==> src/rtl/pspt_pkg.sv <==
package pspt_pkg;

    localparam int ADDR_W            = 32;
    localparam int TABLE_ENTRIES_DEF = 128;
    localparam int QUEUE_DEPTH       = 2;

    localparam logic [ADDR_W-1:0] LIMIT_RESET = '1;

    // One memory access as seen on the request channel.
    typedef struct packed {
        logic [ADDR_W-1:0] access_pc;
        logic [ADDR_W-1:0] access_addr;
    } access_t;

    // One prefetch proposal as seen on the response channel.
    typedef struct packed {
        logic              prefetch_valid;
        logic [ADDR_W-1:0] prefetch_addr;
    } prefetch_t;

    // Head of the queue between front and back.
    typedef struct packed {
        logic    valid;
        access_t item;
    } queue_head_t;

    // One table entry as stored in the table memory.
    typedef struct packed {
        logic              learned;
        logic [ADDR_W-1:0] stride;
        logic [ADDR_W-1:0] last_addr;
        logic [ADDR_W-1:0] pc;
    } entry_t;

endpackage

==> src/rtl/pspt_front.sv <==
module pspt_front (
    input  logic                  clk,
    input  logic                  rst_n,
    input  logic                  req_valid,
    output logic                  req_stall,
    input  pspt_pkg::access_t     req_data,
    output pspt_pkg::queue_head_t head,
    input  logic                  pop
);
    import pspt_pkg::*;

    localparam int PTR_W = (QUEUE_DEPTH > 1) ? $clog2(QUEUE_DEPTH) : 1;
    localparam int CNT_W = $clog2(QUEUE_DEPTH + 1);
    localparam logic [PTR_W-1:0] LAST_SLOT = PTR_W'(QUEUE_DEPTH - 1);
    localparam logic [CNT_W-1:0] FULL_CNT  = CNT_W'(QUEUE_DEPTH);

    access_t           slot_reg [QUEUE_DEPTH];
    logic [PTR_W-1:0]  wr_ptr_reg, wr_ptr_next;
    logic [PTR_W-1:0]  rd_ptr_reg, rd_ptr_next;
    logic [CNT_W-1:0]  count_reg, count_next;
    logic              push;
    logic              do_pop;

    assign req_stall = (count_reg == FULL_CNT);
    assign push      = req_valid && !req_stall;
    assign do_pop    = pop && (count_reg != '0);

    assign head.valid = (count_reg != '0);
    assign head.item  = slot_reg[rd_ptr_reg];

    always_comb
    begin
        wr_ptr_next = wr_ptr_reg;
        rd_ptr_next = rd_ptr_reg;
        count_next  = count_reg;
        if (push)
        begin
            wr_ptr_next = (wr_ptr_reg == LAST_SLOT) ? '0 : wr_ptr_reg + 1'b1;
        end
        if (do_pop)
        begin
            rd_ptr_next = (rd_ptr_reg == LAST_SLOT) ? '0 : rd_ptr_reg + 1'b1;
        end
        case ({push, do_pop})
            2'b10:   count_next = count_reg + 1'b1;
            2'b01:   count_next = count_reg - 1'b1;
            default: count_next = count_reg;
        endcase
    end

    always_ff @(posedge clk or negedge rst_n)
    begin
        if (!rst_n)
        begin
            wr_ptr_reg <= '0;
            rd_ptr_reg <= '0;
            count_reg  <= '0;
        end
        else
        begin
            wr_ptr_reg <= wr_ptr_next;
            rd_ptr_reg <= rd_ptr_next;
            count_reg  <= count_next;
        end
    end

    // Capture the incoming transaction into its queue slot.
    always_ff @(posedge clk)
    begin
        if (push)
        begin
            slot_reg[wr_ptr_reg] <= req_data;
        end
    end

endmodule

==> config.mk <==
export PLATFORM = sky130hd
export DESIGN_NAME = pspt_front
export DESIGN_NICKNAME = d
export VERILOG_FILES = /design/src/rtl/pspt_pkg.sv /design/src/rtl/pspt_front.sv
export SDC_FILE = /design/constraint.sdc
export NUM_CORES = 1
export LEC_CHECK = 0
export BUFFER_PORTS_ARGS = -buffer_cell sky130_fd_sc_hd__buf_2
export CAP_MARGIN = 20
export CORE_ASPECT_RATIO = 0.7
export CORE_MARGIN = 10
export CORE_UTILIZATION = 52
export CTS_CLUSTER_DIAMETER = 80
export DETAILED_ROUTE_END_ITERATION = 12
export PLACE_DENSITY_LB_ADDON = 0.3
export SETUP_SLACK_MARGIN = 0.1
export SLEW_MARGIN = 20
export SYNTH_ARGS = -nofsm -noshare
export SYNTH_HDL_FRONTEND = slang
export SYNTH_SLANG_ARGS = --single-unit
export TNS_END_PERCENT = 50
==> constraint.sdc <==
create_clock -name clk -period 4.3 [get_ports clk]
set_input_delay 0.43 -clock clk [delete_from_list [all_inputs] [get_ports clk]]
set_output_delay 0.43 -clock clk [all_outputs]
set_load 0.01 [all_outputs]
==> load_flow_metrics.sql <==
INSERT INTO impl_metrics (metric_group, metric, value, unit) VALUES
('die', 'fp-row-count', '29', ''),
('clocking', 'cts-root-to-sink-buffers', '2', ''),
('clocking', 'postCtsSetupRepairBufs', '0', ''),
('timing', 'worst_slack', '1.81', 'ns'),
('timing', 'min_period', '2.49', 'ns'),
('synthesis', 'synth_area', '0.00502', 'mm²'),
('placed_design', 'dp.cells', '471', ''),
('layout', 'fin_cells', '505', ''),
('power_and_ir_drop', 'power.ir.vdd_worst', '0.489', 'mV'),
('synthesis', 'synth-async-reset-ratio', '3.03', '%'),
('clocking', 'clk_pin_slew_worst_paths', '0.06', 'ns'),
('synthesis', 'synth_fp_nets', '286', ''),
('timing', 'timing.final.max_slew_violations', '0', ''),
('synthesis', 'yosys_warnings', '0', ''),
('layout', 'largest_reg_flops', '128', ''),
('route', 'detail_route.first_pass.iterations', '4', ''),
('layout', 'antennaDiodeCount', '0', ''),
('synthesis', 'postSynthRegisterBits', '132', ''),
('placed_design', 'dp_worst_setup_slack', '2.07', 'ns'),
('timing', 'hold_viol', '0', ''),
('synthesis', 'synth_largest_area_cell', 'edfxtp_1', ''),
('global_routing', 'grt_pass1_vias', '2619', ''),
('timing', 'final.period_utilization', '58.0', '%'),
('global_routing', 'grt_max_degree', '66', ''),
('synthesis', 'netlist_top_cells_area', 'edfxtp_1, mux2_4, mux2_2', ''),
('synthesis', 'synth.yosys.seq_area_share', '78.5', '%'),
('synthesis', 'synthesis.area_per_instance', '23.2', 'µm²'),
('synthesis', 'post-synth-top-area-fraction', '76.5', '%'),
('clocking', 'sinks_on_clock_net', '132', ''),
('layout', 'final.fill_count', '607', ''),
('route', 'wl_per_cell', '18.5', 'µm'),
('power_and_ir_drop', 'leakage', '2.60', 'nW'),
('route', 'post_drt_via_cell_ratio', '4.80', ''),
('power_and_ir_drop', 'cellPowerDensity', '730', 'mW/mm²'),
('die', 'die_area', '0.0141', 'mm²'),
('layout', 'multi_input_area', '0.00101', 'mm²'),
('route', 'route.vias.total', '2422', ''),
('layout', 'post-route-cell-area', '0.00646', 'mm²'),
('critical_path', 'timing.critical_path.from_type', 'flip-flop', ''),
('critical_path', 'worst_setup_path_startpoint', 'rd_ptr_reg$_DFFE_PN0P_', ''),
('route', 'antenna_violating_nets_post_route', '0', ''),
('timing', 'fin_tns_setup', '0', 'ns'),
('placed_design', 'placement.io_buffers', '133', ''),
('synthesis', 'synthFlopType', 'edfxtp_1', ''),
('hold_path', 'worst_hold_startpoint', 'req_data[40]', ''),
('die', 'die_w', '137', 'µm'),
('global_routing', 'aggregate_global_routing_overflow', '0', ''),
('synthesis', 'synth_most_common_cell', 'edfxtp_1', ''),
('timing', 'setup_violations', '0', ''),
('route', 'postRouteWirelength', '9360', 'µm'),
('die', 'placeableCoreArea', '0.00925', 'mm²'),
('outcome', 'run_status', 'finished clean', ''),
('clocking', 'cts_buffers', '17', ''),
('route', 'drt_iter0_markers', '136', ''),
('flow_run', 'cap_viol_max_count', '0', ''),
('timing', 'tightestPinTransition', '0.924', 'ns'),
('synthesis', 'distinct_cell_type_count_of_the_synthesized_netlist', '16', ''),
('timing', 'clock-skew-final', '0.00629', 'ns'),
('critical_path', 'sequence_of_cells_on_the_critical_path', 'buf_12 > mux2_2 > buf_2', ''),
('layout', 'post_route_cells_drive_above_1_share', '62.2', '%'),
('layout', 'syn2layout_area_growth', '28.5', '%'),
('global_routing', 'antenna_found_initial', '3', ''),
('critical_path', 'max_stage_delay', '0.81', 'ns'),
('layout', 'final_net_count', '437', ''),
('clocking', 'clk_root_buffer_cell', 'clkbuf_16', ''),
('critical_path', 'critical_path_peak_fanout', '34', ''),
('die', 'initial_core_util', '54.3', '%'),
('critical_path', 'critical_path.endpoint_type', 'output port', ''),
('placed_design', 'detailed_place.area', '0.00581', 'mm²'),
('clocking', 'worstSkewPairLatency', '0.40', 'ns'),
('placed_design', 'dp.final_hpwl', '6440', 'µm');
per-stage QoR:
stage / util (%) / power, mW / hold slack (ns)
after detailed placement: 62.8 / 3.29 / 0.244
after floorplan: - / 2.85 / 0.134
final: 69.8 / 4.71 / 0.216
after global placement: 62.8 / 3.27 / 0.240
after global routing: 69.8 / 4.93 / 0.190
after CTS: 69.6 / 4.77 / 0.193
critical path: cells and delay by family, from the launching register on:
kind                   cells  cell delay, ns
flip-flops                 1            0.81
buffers and inverters      2            0.46
multiplexers               1            0.37
per-layer routing:
metal  GRT usage (%)  vias up  wire length [µm]
li1                -     1161                 -
met4            3.55        4                23
met5               0        -                25
met3            9.07        6              1100
met1            16.1     1156              3920
met2            19.4       95              4290
cell families after synthesis:
kind of cell / Yosys count / synth area share [%]
DFF: 132 / 78.5
muxes: 64 / 18.1
adders and majority gates: 1 / 0.249
xor gates and xnor gates: 5 / 0.872
and+or+nand+nor: 7 / 0.772
buffers and inverters: 8 / 1.52
area by class of cell:
cell class | instances | area share (%)
Timing Repair Buffer | 139 | 11.2
Sequential cell | 132 | 61.1
Multi-Input combinational cell | 77 | 15.7
Inverter | 1 | 0.0581
Tap cell | 124 | 2.40
Clock buffer | 17 | 6.59
Clock inverter | 15 | 2.91
what timing repair did:
action | in CTS | in global routing
hold buffers | 1 | 0
hold endpoints to repair | 4 | 0
gates resized for setup | 0 | 0
final timing paths:
check / to / slack (ns) / depth (start not counted)
worst max-delay path: head[50] / 1.81 / 3
worst min-delay path: slot_reg[1][40]$_DFFE_PP_ / 0.22 / 1
worst max register to register: slot_reg[0][51]$_DFFE_PP_ / 2.11 / 4
worst min register to register: count_reg[1]$_DFFE_PN0P_ / 0.49 / 1
max in group asynchronous: rd_ptr_reg$_DFFE_PN0P_ / 3.81 / 2
min in group asynchronous: count_reg[1]$_DFFE_PN0P_ / 0.36 / 2
power breakdown:
part | switching [mW] | internal [mW] | total [mW] | leakage [nW]
Combinational | 0.625 | 0.690 | 1.31 | 1.08
Clock | 0.510 | 0.963 | 1.47 | 0.292
Sequential | 0.159 | 1.76 | 1.92 | 1.23
cells in the final DEF (no fill, tap or decap), types with 2 or more instances in the layout:
cell and instances:
buf_2 133, dfrtp_1 3, buf_4 4, edfxtp_1 128, clkinv_2 5, clkinvlp_4 4
xor2_1 2, bufinv_16 4, xnor2_1 3, mux2_2 14, clkbuf_16 17, mux2_4 50
Note: power is estimated with default switching activity, not from simulation.
